<file path="src/hdl/sdpr_pkg.sv">
`timescale 1ns / 1ps

package sdpr_pkg;

	localparam int unsigned BLOCK_SIZE_W = 10;
	localparam int unsigned RETRY_W      = 8;
	localparam int unsigned CRC_W        = 16;
	localparam int unsigned PADDR_W      = 3;
	localparam int unsigned PDATA_W      = 32;

	localparam logic [BLOCK_SIZE_W-1:0] MAX_BLOCK_BYTES   = 10'd512;
	localparam logic [BLOCK_SIZE_W-1:0] RESET_BLOCK_SIZE  = 10'd512;
	localparam logic [RETRY_W-1:0]      RESET_RETRY_LIMIT = 8'd100;

	localparam logic [7:0] TOKEN_START    = 8'hFE;
	localparam logic [7:0] FILLER         = 8'hFF;
	localparam logic [7:0] ERR_TOKEN_MASK = 8'hE0;
	localparam logic [CRC_W-1:0] CRC_POLY = 16'h1021;

	localparam logic REQ_ARM  = 1'b0;
	localparam logic REQ_BYTE = 1'b1;

	localparam logic [1:0] ST_OK        = 2'd0;
	localparam logic [1:0] ST_CRC_ERR   = 2'd1;
	localparam logic [1:0] ST_ERR_TOKEN = 2'd2;
	localparam logic [1:0] ST_UNKNOWN   = 2'd3;

	localparam logic [2:0] PH_IDLE = 3'd0;
	localparam logic [2:0] PH_WAIT = 3'd1;
	localparam logic [2:0] PH_DATA = 3'd2;
	localparam logic [2:0] PH_CRCH = 3'd3;
	localparam logic [2:0] PH_CRCL = 3'd4;

	localparam logic REG_BLOCK_SIZE  = 1'b0;
	localparam logic REG_RETRY_LIMIT = 1'b1;

	typedef struct packed {
		logic [BLOCK_SIZE_W-1:0] block_size;
		logic [RETRY_W-1:0]      token_retry_limit;
	} sdpr_cfg_t;

	function automatic logic [CRC_W-1:0] crc_fold(input logic [CRC_W-1:0] crc_in,
		input logic [7:0] data);
		logic [CRC_W-1:0] crc;
		crc = crc_in ^ {data, 8'h00};
		for (int i = 0; i < 8; i++) begin
			if (crc[CRC_W-1]) begin
				crc = {crc[CRC_W-2:0], 1'b0} ^ CRC_POLY;
			end else begin
				crc = {crc[CRC_W-2:0], 1'b0};
			end
		end
		return crc;
	endfunction

endpackage

</file>
<file path="src/hdl/sdpr_regs.sv">
`timescale 1ns / 1ps

module sdpr_regs (
	input  logic                           clk,
	input  logic                           arst_n,
	input  logic                           psel,
	input  logic                           penable,
	input  logic                           pwrite,
	input  logic [sdpr_pkg::PADDR_W-1:0]   paddr,
	input  logic [sdpr_pkg::PDATA_W-1:0]   pwdata,
	output logic [sdpr_pkg::PDATA_W-1:0]   prdata,
	output logic                           pready,
	output sdpr_pkg::sdpr_cfg_t            cfg
);
	import sdpr_pkg::*;

	sdpr_cfg_t cfg_q;
	logic      wr_en;

	assign pready = 1'b1;
	assign wr_en  = psel && penable && pwrite && pready;

	always_ff @(posedge clk or negedge arst_n) begin
		if (!arst_n) begin
			cfg_q.block_size        <= RESET_BLOCK_SIZE;
			cfg_q.token_retry_limit <= RESET_RETRY_LIMIT;
		end else if (wr_en) begin
			case (paddr[2])
				REG_BLOCK_SIZE:  cfg_q.block_size <= pwdata[BLOCK_SIZE_W-1:0];
				REG_RETRY_LIMIT: cfg_q.token_retry_limit <= pwdata[RETRY_W-1:0];
				default: ;
			endcase
		end
	end

	always_comb begin
		case (paddr[2])
			REG_BLOCK_SIZE:  prdata = {{(PDATA_W-BLOCK_SIZE_W){1'b0}}, cfg_q.block_size};
			REG_RETRY_LIMIT: prdata = {{(PDATA_W-RETRY_W){1'b0}}, cfg_q.token_retry_limit};
			default:         prdata = '0;
		endcase
	end

	assign cfg = cfg_q;

endmodule

</file>
<file path="src/hdl/sdpr_parser.sv">
`timescale 1ns / 1ps

module sdpr_parser (
	input  logic                 clk,
	input  logic                 arst_n,
	input  sdpr_pkg::sdpr_cfg_t  cfg,
	input  logic                 valid_s1,
	input  logic                 req_type_s1,
	input  logic [7:0]           rx_byte_s1,
	output logic                 advance,
	output logic                 out_valid,
	input  logic                 out_stall,
	output logic                 is_status,
	output logic [7:0]           data_byte,
	output logic [1:0]           status_code,
	output logic [4:0]           error_bits,
	output logic                 last
);
	import sdpr_pkg::*;

	logic [2:0]              phase_q, phase_d;
	logic [RETRY_W-1:0]      retry_q, retry_d;
	logic [BLOCK_SIZE_W-1:0] bytes_q, bytes_d, bytes_dec, arm_size;
	logic [CRC_W-1:0]        crc_q, crc_d;
	logic [7:0]              crch_q, crch_d;

	logic       fire, res;
	logic       res_status;
	logic [7:0] res_data;
	logic [1:0] res_code;
	logic [4:0] res_bits;

	logic       out_valid_q, is_status_q, last_q;
	logic [7:0] data_byte_q;
	logic [1:0] status_code_q;
	logic [4:0] error_bits_q;

	assign advance   = !out_valid_q || !out_stall;
	assign fire      = valid_s1 && advance;
	assign bytes_dec = (bytes_q != '0) ? bytes_q - 1'b1 : '0;
	assign arm_size  = (cfg.block_size > MAX_BLOCK_BYTES) ? MAX_BLOCK_BYTES : cfg.block_size;

	always_comb begin
		phase_d    = phase_q;
		retry_d    = retry_q;
		bytes_d    = bytes_q;
		crc_d      = crc_q;
		crch_d     = crch_q;
		res        = 1'b0;
		res_status = 1'b1;
		res_data   = '0;
		res_code   = ST_OK;
		res_bits   = '0;
		if (req_type_s1 == REQ_ARM) begin
			phase_d = PH_WAIT;
			retry_d = cfg.token_retry_limit;
			bytes_d = arm_size;
			crc_d   = '0;
			crch_d  = '0;
		end else begin
			case (phase_q)
				PH_WAIT: begin
					if (rx_byte_s1 == FILLER) begin
						if (retry_q == '0) begin
							res      = 1'b1;
							res_code = ST_UNKNOWN;
							phase_d  = PH_IDLE;
						end else begin
							retry_d = retry_q - 1'b1;
						end
					end else if (rx_byte_s1 == TOKEN_START) begin
						phase_d = (bytes_q == '0) ? PH_CRCH : PH_DATA;
					end else if ((rx_byte_s1 & ERR_TOKEN_MASK) == 8'h00) begin
						res      = 1'b1;
						res_code = ST_ERR_TOKEN;
						res_bits = rx_byte_s1[4:0];
						phase_d  = PH_IDLE;
					end else begin
						res      = 1'b1;
						res_code = ST_UNKNOWN;
						phase_d  = PH_IDLE;
					end
				end
				PH_DATA: begin
					crc_d      = crc_fold(crc_q, rx_byte_s1);
					bytes_d    = bytes_dec;
					if (bytes_dec == '0) begin
						phase_d = PH_CRCH;
					end
					res        = 1'b1;
					res_status = 1'b0;
					res_data   = rx_byte_s1;
				end
				PH_CRCH: begin
					crch_d  = rx_byte_s1;
					phase_d = PH_CRCL;
				end
				PH_CRCL: begin
					res      = 1'b1;
					res_code = ({crch_q, rx_byte_s1} == crc_q) ? ST_OK : ST_CRC_ERR;
					phase_d  = PH_IDLE;
				end
				default: phase_d = PH_IDLE;
			endcase
		end
	end

	always_ff @(posedge clk or negedge arst_n) begin
		if (!arst_n) begin
			phase_q     <= PH_IDLE;
			retry_q     <= '0;
			bytes_q     <= '0;
			crc_q       <= '0;
			crch_q      <= '0;
			out_valid_q <= 1'b0;
		end else if (advance) begin
			out_valid_q <= fire && res;
			if (fire) begin
				phase_q <= phase_d;
				retry_q <= retry_d;
				bytes_q <= bytes_d;
				crc_q   <= crc_d;
				crch_q  <= crch_d;
			end
		end
	end

	always_ff @(posedge clk) begin
		if (fire && res) begin
			is_status_q   <= res_status;
			data_byte_q   <= res_data;
			status_code_q <= res_code;
			error_bits_q  <= res_bits;
			last_q        <= res_status;
		end
	end

	assign out_valid   = out_valid_q;
	assign is_status   = is_status_q;
	assign data_byte   = data_byte_q;
	assign status_code = status_code_q;
	assign error_bits  = error_bits_q;
	assign last        = last_q;

endmodule

</file>
<file path="src/hdl/sd_spi_data_packet_receiver.sv">
`timescale 1ns / 1ps

// Receives an SD card SPI-mode read data packet one word per cycle. An arm word
// (req_type 0) loads block_size (capped at 512) and token_retry_limit; byte words
// then skip up to limit filler bytes (one more filler times out), take the 0xFE
// start token, pass each data byte out and fold it into CRC16-XMODEM, and finish
// with one status word (ok, CRC mismatch, error token with its low five bits, or
// unknown/timeout). An accepted word is held in the input register, and its result
// is then loaded into the result register, from which it can be taken. A word is
// accepted each cycle unless the input register holds a word while a stalled
// result occupies the result register.

module sd_spi_data_packet_receiver (
	input  logic                          clk,
	input  logic                          arst_n,
	input  logic                          psel,
	input  logic                          penable,
	input  logic                          pwrite,
	input  logic [sdpr_pkg::PADDR_W-1:0]  paddr,
	input  logic [sdpr_pkg::PDATA_W-1:0]  pwdata,
	output logic [sdpr_pkg::PDATA_W-1:0]  prdata,
	output logic                          pready,
	input  logic                          in_valid,
	output logic                          in_stall,
	input  logic                          req_type,
	input  logic [7:0]                    rx_byte,
	output logic                          out_valid,
	input  logic                          out_stall,
	output logic                          is_status,
	output logic [7:0]                    data_byte,
	output logic [1:0]                    status_code,
	output logic [4:0]                    error_bits,
	output logic                          last
);
	import sdpr_pkg::*;

	sdpr_cfg_t  cfg;
	logic       valid_s1, req_type_s1, advance;
	logic [7:0] rx_byte_s1;

	sdpr_regs u_regs (
		.clk     (clk),
		.arst_n  (arst_n),
		.psel    (psel),
		.penable (penable),
		.pwrite  (pwrite),
		.paddr   (paddr),
		.pwdata  (pwdata),
		.prdata  (prdata),
		.pready  (pready),
		.cfg     (cfg)
	);

	assign in_stall = valid_s1 && !advance;

	always_ff @(posedge clk or negedge arst_n) begin
		if (!arst_n) begin
			valid_s1 <= 1'b0;
		end else if (!in_stall) begin
			valid_s1 <= in_valid;
		end
	end

	always_ff @(posedge clk) begin
		if (in_valid && !in_stall) begin
			req_type_s1 <= req_type;
			rx_byte_s1  <= rx_byte;
		end
	end

	sdpr_parser u_parser (
		.clk         (clk),
		.arst_n      (arst_n),
		.cfg         (cfg),
		.valid_s1    (valid_s1),
		.req_type_s1 (req_type_s1),
		.rx_byte_s1  (rx_byte_s1),
		.advance     (advance),
		.out_valid   (out_valid),
		.out_stall   (out_stall),
		.is_status   (is_status),
		.data_byte   (data_byte),
		.status_code (status_code),
		.error_bits  (error_bits),
		.last        (last)
	);

endmodule

</file>
<file path="config.mk">
export PLATFORM = sky130hd
export DESIGN_NAME = sd_spi_data_packet_receiver
export DESIGN_NICKNAME = d
export VERILOG_FILES = /design/src/hdl/sdpr_pkg.sv /design/src/hdl/sdpr_regs.sv /design/src/hdl/sdpr_parser.sv /design/src/hdl/sd_spi_data_packet_receiver.sv
export SDC_FILE = /design/constraint.sdc
export NUM_CORES = 1
export LEC_CHECK = 0
export BUFFER_PORTS_ARGS = -buffer_cell sky130_fd_sc_hd__buf_2
export CAP_MARGIN = 5
export CORE_UTILIZATION = 35
export DETAILED_ROUTE_END_ITERATION = 7
export PLACE_DENSITY = 0.58
export SETUP_SLACK_MARGIN = 0.1
export SLEW_MARGIN = 30
export SYNTH_ARGS = -nofsm -noshare
export SYNTH_HDL_FRONTEND = slang
export SYNTH_SLANG_ARGS = --single-unit
</file>
<file path="constraint.sdc">
create_clock -name clk -period 4.2 [get_ports clk]
set_input_delay 0 -clock clk [delete_from_list [all_inputs] [get_ports clk]]
set_output_delay 0 -clock clk [all_outputs]
set_load 0.005 [all_outputs]
</file>
* Word-level counts from Yosys, hierarchy flattened
Index checks and enable logic that the tools add are counted.
** Word-level totals
- Bits in read-only memories :: 0
- Memory bits (writable) :: 0
- Bits in latches :: 0
- Word-level logic and storage cells :: 124
- Output and inout port bits :: 52
- Register bits :: 90
- Input bits :: 51
- Memories :: 0
** Operators by class
- Multiplexer cells :: 54
- Equal/unequal tests :: 14
- $mul :: 0
- Reductions and logical operators :: 25
- Magnitude comparators :: 1
- Add/subtract/negate cells :: 2
- Divide/modulo/power cells :: 0
- Shifts and indexed selects :: 0
- Bitwise operators :: 13
** Operator list (count)
- $mux W16 :: 16
- $mux W13 :: 8
- $pmux W32 S2 :: 1
- $mux W8 :: 6
- $mux W10 :: 4
- $not A3 Y3 :: 8
- $logic_not A10 Y1 :: 2
- $eq A16 B16 Y1 :: 1
- $eq A8 B8 Y1 const B :: 2
- $logic_not A8 Y1 :: 2
- $xor A16 B16 Y16 :: 1
- $mux W3 :: 5
- $gt A10 B10 Y1 const B :: 1
- $reduce_bool A10 Y1 :: 1
- $sub A10 B1 Y10 const B :: 1
- $pmux W3 S3 :: 1
- $mux W1 :: 8
- $ne A2 B1 Y1 const B :: 4
- $sub A8 B1 Y8 const B :: 1
- $eq A3 B2 Y1 const B :: 2
- $logic_and A1 B1 Y1 :: 6
- $mux W2 :: 3
- $reduce_and A2 Y1 :: 3
- $reduce_and A3 Y1 :: 2
- other kinds (14) :: 20

* Logic depth before layout (Yosys ltp)
- Depth in word-level cells :: 33
- Gate-level depth with buffers :: 8
- Depth with buffers taken out :: 7

* Modules after synthesis
From an unflattened synthesis, not the netlist that was laid out.
** Unflattened totals
- Cell total of the unflattened synthesis :: 442
- Area total of the unflattened synthesis :: 4842.1 um2
** Modules (own cells, without submodules)
- sdpr_parser :: area an instance 3498.4 um2, cells each 353, times used 1, seq. area each 1631.6 um2
- sdpr_regs :: area an instance 1016.0 um2, cells each 75, times used 1, seq. area each 455.4 um2
- sd_spi_data_packet_receiver :: area an instance 327.8 um2, cells each 14, times used 1, seq. area each 295.3 um2

* Least setup slack after synthesis
No wires, ideal clock.
- Path kind :: reg2reg
- From :: reg u_parser.retry_q[0]
- To :: reg u_parser.data_byte_q[0] (netlist: u_parser.data_byte[0]) (enable)
- Path slack :: 1.096 ns
- Cell stages (with the launch flop) :: 8
- Library setup time :: 0.409 ns
- Required time :: 3.791 ns
- Data arrival time :: 2.695 ns
- Path buffers :: 0
- Period minus slack after synthesis :: 3.104 ns
- Cell sequence :: dfrtp_1 -> inv_1 -> ha_1 -> nor4b_1 -> nand3_1 -> a211oi_1 -> nor2_1 -> nor3_1
** On the way
- Longest elaborated chain between the ends :: 6
** RTL lines
- start: declaration :: RTL line sdpr_parser.sv:22 : logic [RETRY_W-1:0] retry_q, retry_d;
- start signal: assignment :: RTL line sdpr_parser.sv:120 : retry_q <= retry_d;
- $logic_not A8 Y1 :: RTL line sdpr_parser.sv:64 : if (retry_q == '0) begin
- $mux W1 :: RTL line sdpr_parser.sv:64
- $mux W1 :: RTL line sdpr_parser.sv:63 : if (rx_byte_s1 == FILLER) begin
- $pmux W1 S2 :: RTL line sdpr_parser.sv:61 : case (phase_q)
- $mux W1 :: RTL line sdpr_parser.sv:54 : if (req_type_s1 == REQ_ARM) begin
- $logic_and A1 B1 Y1 :: RTL line sdpr_parser.sv:129 : if (fire && res) begin
- end signal: assignment :: RTL line sdpr_parser.sv:131 : data_byte_q <= res_data;
- end: declaration :: RTL line sdpr_parser.sv:34 : logic [7:0] data_byte_q;
Every way passes these cells.
A chain may end at the register's enable or synchronous reset.

* Final worst setup path
- From :: reg u_parser.retry_q[0]
- To :: reg u_parser.error_bits_q[0] (netlist: u_parser.error_bits[0]) (enable)
** On the way
- Longest elaborated chain between the ends :: 6
** RTL lines
- $logic_not A8 Y1 :: RTL line sdpr_parser.sv:64
- $mux W1 :: RTL line sdpr_parser.sv:64
- $mux W1 :: RTL line sdpr_parser.sv:63
- $pmux W1 S2 :: RTL line sdpr_parser.sv:61
- $mux W1 :: RTL line sdpr_parser.sv:54
- $logic_and A1 B1 Y1 :: RTL line sdpr_parser.sv:129
- end signal: assignment :: RTL line sdpr_parser.sv:133 : error_bits_q <= res_bits;
- end: declaration :: RTL line sdpr_parser.sv:36 : logic [4:0] error_bits_q;
Every way passes these cells.

==> key figures <==
Global route
  – Vias in the first global route: between 3000 and 4000
  – First-pass GRT wire length: 18.1 mm
  – Tot GR Track Use: between 10% and 20%
  – Initial antenna violation count: 0
  – Gr ovfl total: 0
  – Largest net degree at the start of global routing: 66

Worst setup path
  – Crit path kind: reg2reg
  – CP Launch Type: flip-flop
  – Worst path required time: between 4000 and 5000 ps
  – Reg-to-reg endpoint: u_parser.error_bits[0]$_SDFFCE_PP0P_
  – Critical path's largest stage delay: ~540 ps
  – Slowest CP cell: nor4b_1
  – Reg2Reg Launch Point: u_parser.retry_q[0]$_DFFE_PN0P_
  – R2R cell count: 8
  – Crit. End Element: flip-flop
  – Crit path max fanout: 16
  – Critical path arrival: 2660 ps
  – Crit-path cells: inv_1, ha_1, nor4b_1, nand3_1, a211oi_1, nor2_1, nor3_2, buf_4
  – Worst R2R Setup Slack: between 1500 and 2000 ps

Placement
  – Post-Place Cells: 670
  – Number of I/O port buffers: 55
  – HPWL after DPL: ~7.4 mm
  – Routability cong.: a little over 0.8

Synthesis
  – Cell area after synthesis: about 4800 µm²
  – Sequential area share after synthesis: about half
  – Post-synth top area cell: dfrtp_1
  – #FFs+latches synth: 90
  – EDFF count, synth: 25
  – Async set-reset flop share out of synthesis: between 70% and 80%
  – Cell variety after synth: 59
  – Ys Warns: 0
  – Syn Area/Cell: between 10 and 15 µm²
  – Top cells by area, synth: dfrtp_1 32%, edfxtp_1 16%, mux2_2 6.1%, xnor2_1 6.1%, o21ai_0 3.8%
  – Main synth FF type: dfrtp_1
  – Yosys top cell area share: about a third
  – Syn Inst Count: roughly 460

Pwr
  – Cell Pwr Density: 468 nW/µm²
  – Power, Total: between 2000 and 3000 µW
  – Leak Pwr: about 0.0024 µW
  – Worst vdd ir: 352 µV

STA
  – Final period util: 62.6%
  – Final number of hold-violating endpoints: 0
  – RSZ-0062 raised after global routing: false
  – Min Tclk post-route: roughly 2600 ps
  – Max-slew headroom: between 40% and 50%
  – # setup viols final: 0
  – F_max: approximately 380 MHz
  – Setup TNS: 0 ps
  – Worst-Margin Slew: about 760 ps
  – Max Transition Viols Final: 0
  – Skew final: roughly 11 ps

Routing
  – Antenna Nets Post-Route: 0
  – WL/cell: 15.3 µm
  – WL final: between 10 and 15 mm
  – # DRC: 0
  – Number of iterations in the first detailed-routing pass: 4
  – Vias/cell: slightly above 5
  – Vias post-DR: 3574
  – Drt initial violations: between 150 and 200

Floorplanning
  – Cell row count: 42
  – I/O Pins: between 100 and 150
  – Starting Density: a little over a third
  – DIE AREA: roughly 14000 µm²
  – Chip Width: around 120 µm
  – Core Footprint: about 13000 µm²
  – Die Ht: 119 µm

Clock tree
  – Num CTS Buffers: 9
  – CTS Buffer Depth: 2
  – Reg clk slew, reported paths: 70 ps
  – H-tree Lvls: 3
  – Clk sinks: 90
  – Clock root buffer: clkbuf_16
  – TritonCTS clock tree: yes
  – Worst-Skew Late Latency: ~350 ps

Hold path
  – Hold WC Path Type: in2async

Layout
  – Non-Filler Instances: between 700 and 800
  – Fin nets: approximately 580
  – Ant diodes: 0
  – Fraction of layout cells with a size suffix above 1: 21.7%
  – Synthesis-to-layout area growth: 19.1%
  – Fillers: around 1300

Status
  – Outcome: finished clean

Run
  – Number of max-cap violations: 0
Yosys cell counts (all sizes together), types with 2 or more instances:
| cell | count |
|---|---|
| and2 | 8 |
| and3 | 9 |
| inv | 14 |
| nor4 | 6 |
| dfstp | 4 |
| nand2b | 7 |
| a211oi | 4 |
| or3 | 4 |
| buf | 26 |
| a31oi | 5 |
| a21o | 3 |
| a22oi | 3 |
| nor2b | 4 |
| a41oi | 2 |
| nand4b | 2 |
| nand2 | 42 |
| o21ai | 37 |
| or4 | 3 |
| nor2 | 26 |
| mux2i | 4 |
| dfrtp | 61 |
| o2bb2ai | 2 |
| clkbuf | 18 |
| xnor2 | 33 |
| nor3 | 16 |
| a21oi | 10 |
| a22o | 5 |
| conb | 2 |
| nand3 | 5 |
| xor2 | 9 |
| nand4 | 7 |
| ha | 2 |
| o31ai | 6 |
| mux2 | 26 |
| o22a | 4 |
| edfxtp | 25 |
critical path: cells and delay by family (launching register included):
kind / cells / cell delay (ps)
simple gates: 4 / 1000
fa+ha+maj: 1 / 210
compound gates: 1 / 390
flops: 1 / 380
buf+inv: 2 / 340
sequential cells by signal, indices dropped and copies added, names as in the netlist:
signal	count
req_type_s1	1
rx_byte_s1	8
u_parser.bytes_q	10
u_parser.crc_q	16
u_parser.crch_q	8
u_parser.data_byte	8
u_parser.error_bits	5
u_parser.is_status	1
u_parser.out_valid	1
u_parser.phase_q	3
u_parser.retry_q	8
u_parser.status_code	2
u_regs.cfg	18
valid_s1	1
cells in the final DEF, fill, tap and decap left out, drive strengths merged, types with 4 or more instances in the layout:
master       Yosys  routed
and2             8       8
nand2           42      42
edfxtp          25      25
dlygate4sd3      0      23
conb             2      23
mux2i            4       4
nand3            5       5
xor2             9       9
o21ai           37      37
nor2b            4       4
nor4             6       6
a22o             5       5
o31ai            6       6
a31oi            5       5
and3             9       9
inv             14      17
mux2            26      26
o22a             4       4
nor3            16      16
nand4            7       7
nand2b           7       7
xnor2           33      33
clkbuf          18      10
or3              4       4
dfstp            4       4
a21oi           10      10
dfrtp           61      61
buf             26      59
nor2            26      26
a211oi           4       4
per-layer routing:
metal | vias up | track usage (%) | share of wire, %
li1 | 1722 | - | -
met1 | 1745 | 20.7 | 46
met2 | 89 | 26.2 | 48
met3 | 18 | 4.10 | 4.6
met4 | 0 | 6.41 | 1.9
met5 | - | 0 | 0
kinds of logic (layout without fill, tap and decap cells):
logic type,count (synthesis),in the layout,synth area share [%]
mux,30,30,6.99
compound gates,91,91,12.5
fa+ha+maj,2,2,0.525
xor+xnor,42,42,7.72
buf+inv,58,112,6.51
simple gates,144,144,15.6
flops,90,90,50.0
other cells,2,23,0.158
metrics by stage:
step | hold slack, ps | instance area (µm²) | util, % | setup slack [ps]
6_report | 134 | 5680 | 42.9 | 1570
3_3_place_gp | 181 | 5110 | 38.6 | 1650
2_1_floorplan | -296 | 4840 | - | 1100
5_1_grt | 156 | 5680 | 42.9 | 1370
3_5_place_dp | 182 | 5110 | 38.6 | 1600
4_1_cts | 330 | 5650 | 42.7 | 1580
repair_timing:
item,4_1_cts,5_1_grt
buffers inserted,0,0
gates resized for setup,0,0
hold buffers,23,0
hold endpoints to repair,90,0
power by group:
group | switching [µW] | total (µW) | internal [µW]
Clock | 355 | 839 | 484
Combinational | 312 | 594 | 282
Sequential | 171 | 1230 | 1050
how the worst max path moves through the flow:
stage / from / end / slack, ps / cells past startpoint
floorplan: u_parser.retry_q[0]$_DFFE_PN0P_ / u_parser.data_byte[0]$_SDFFCE_PN0P_ / 1100 / 7
global placement: u_parser.retry_q[0]$_DFFE_PN0P_ / u_parser.error_bits[3]$_SDFFCE_PP0P_ / 1650 / 8
detailed placement: u_parser.retry_q[0]$_DFFE_PN0P_ / u_parser.data_byte[5]$_SDFFCE_PN0P_ / 1600 / 8
CTS: u_parser.retry_q[0]$_DFFE_PN0P_ / u_parser.error_bits[0]$_SDFFCE_PP0P_ / 1580 / 8
global route: u_parser.retry_q[0]$_DFFE_PN0P_ / u_parser.error_bits[0]$_SDFFCE_PP0P_ / 1370 / 8
finish: u_parser.retry_q[0]$_DFFE_PN0P_ / u_parser.error_bits[0]$_SDFFCE_PP0P_ / 1570 / 8
layout make-up:
class	count	area (µm²)	share of cell area [%]
flip-flops and latches	90	2380	42.0
multi-input cells	332	2160	38.0
repair buffers	82	556	9.79
clock buffers	10	239	4.21
well taps	176	220	3.88
clock inverters	6	70.1	1.23
inverters	14	52.6	0.926
No activity file was read; power rests on OpenSTA's default activity.
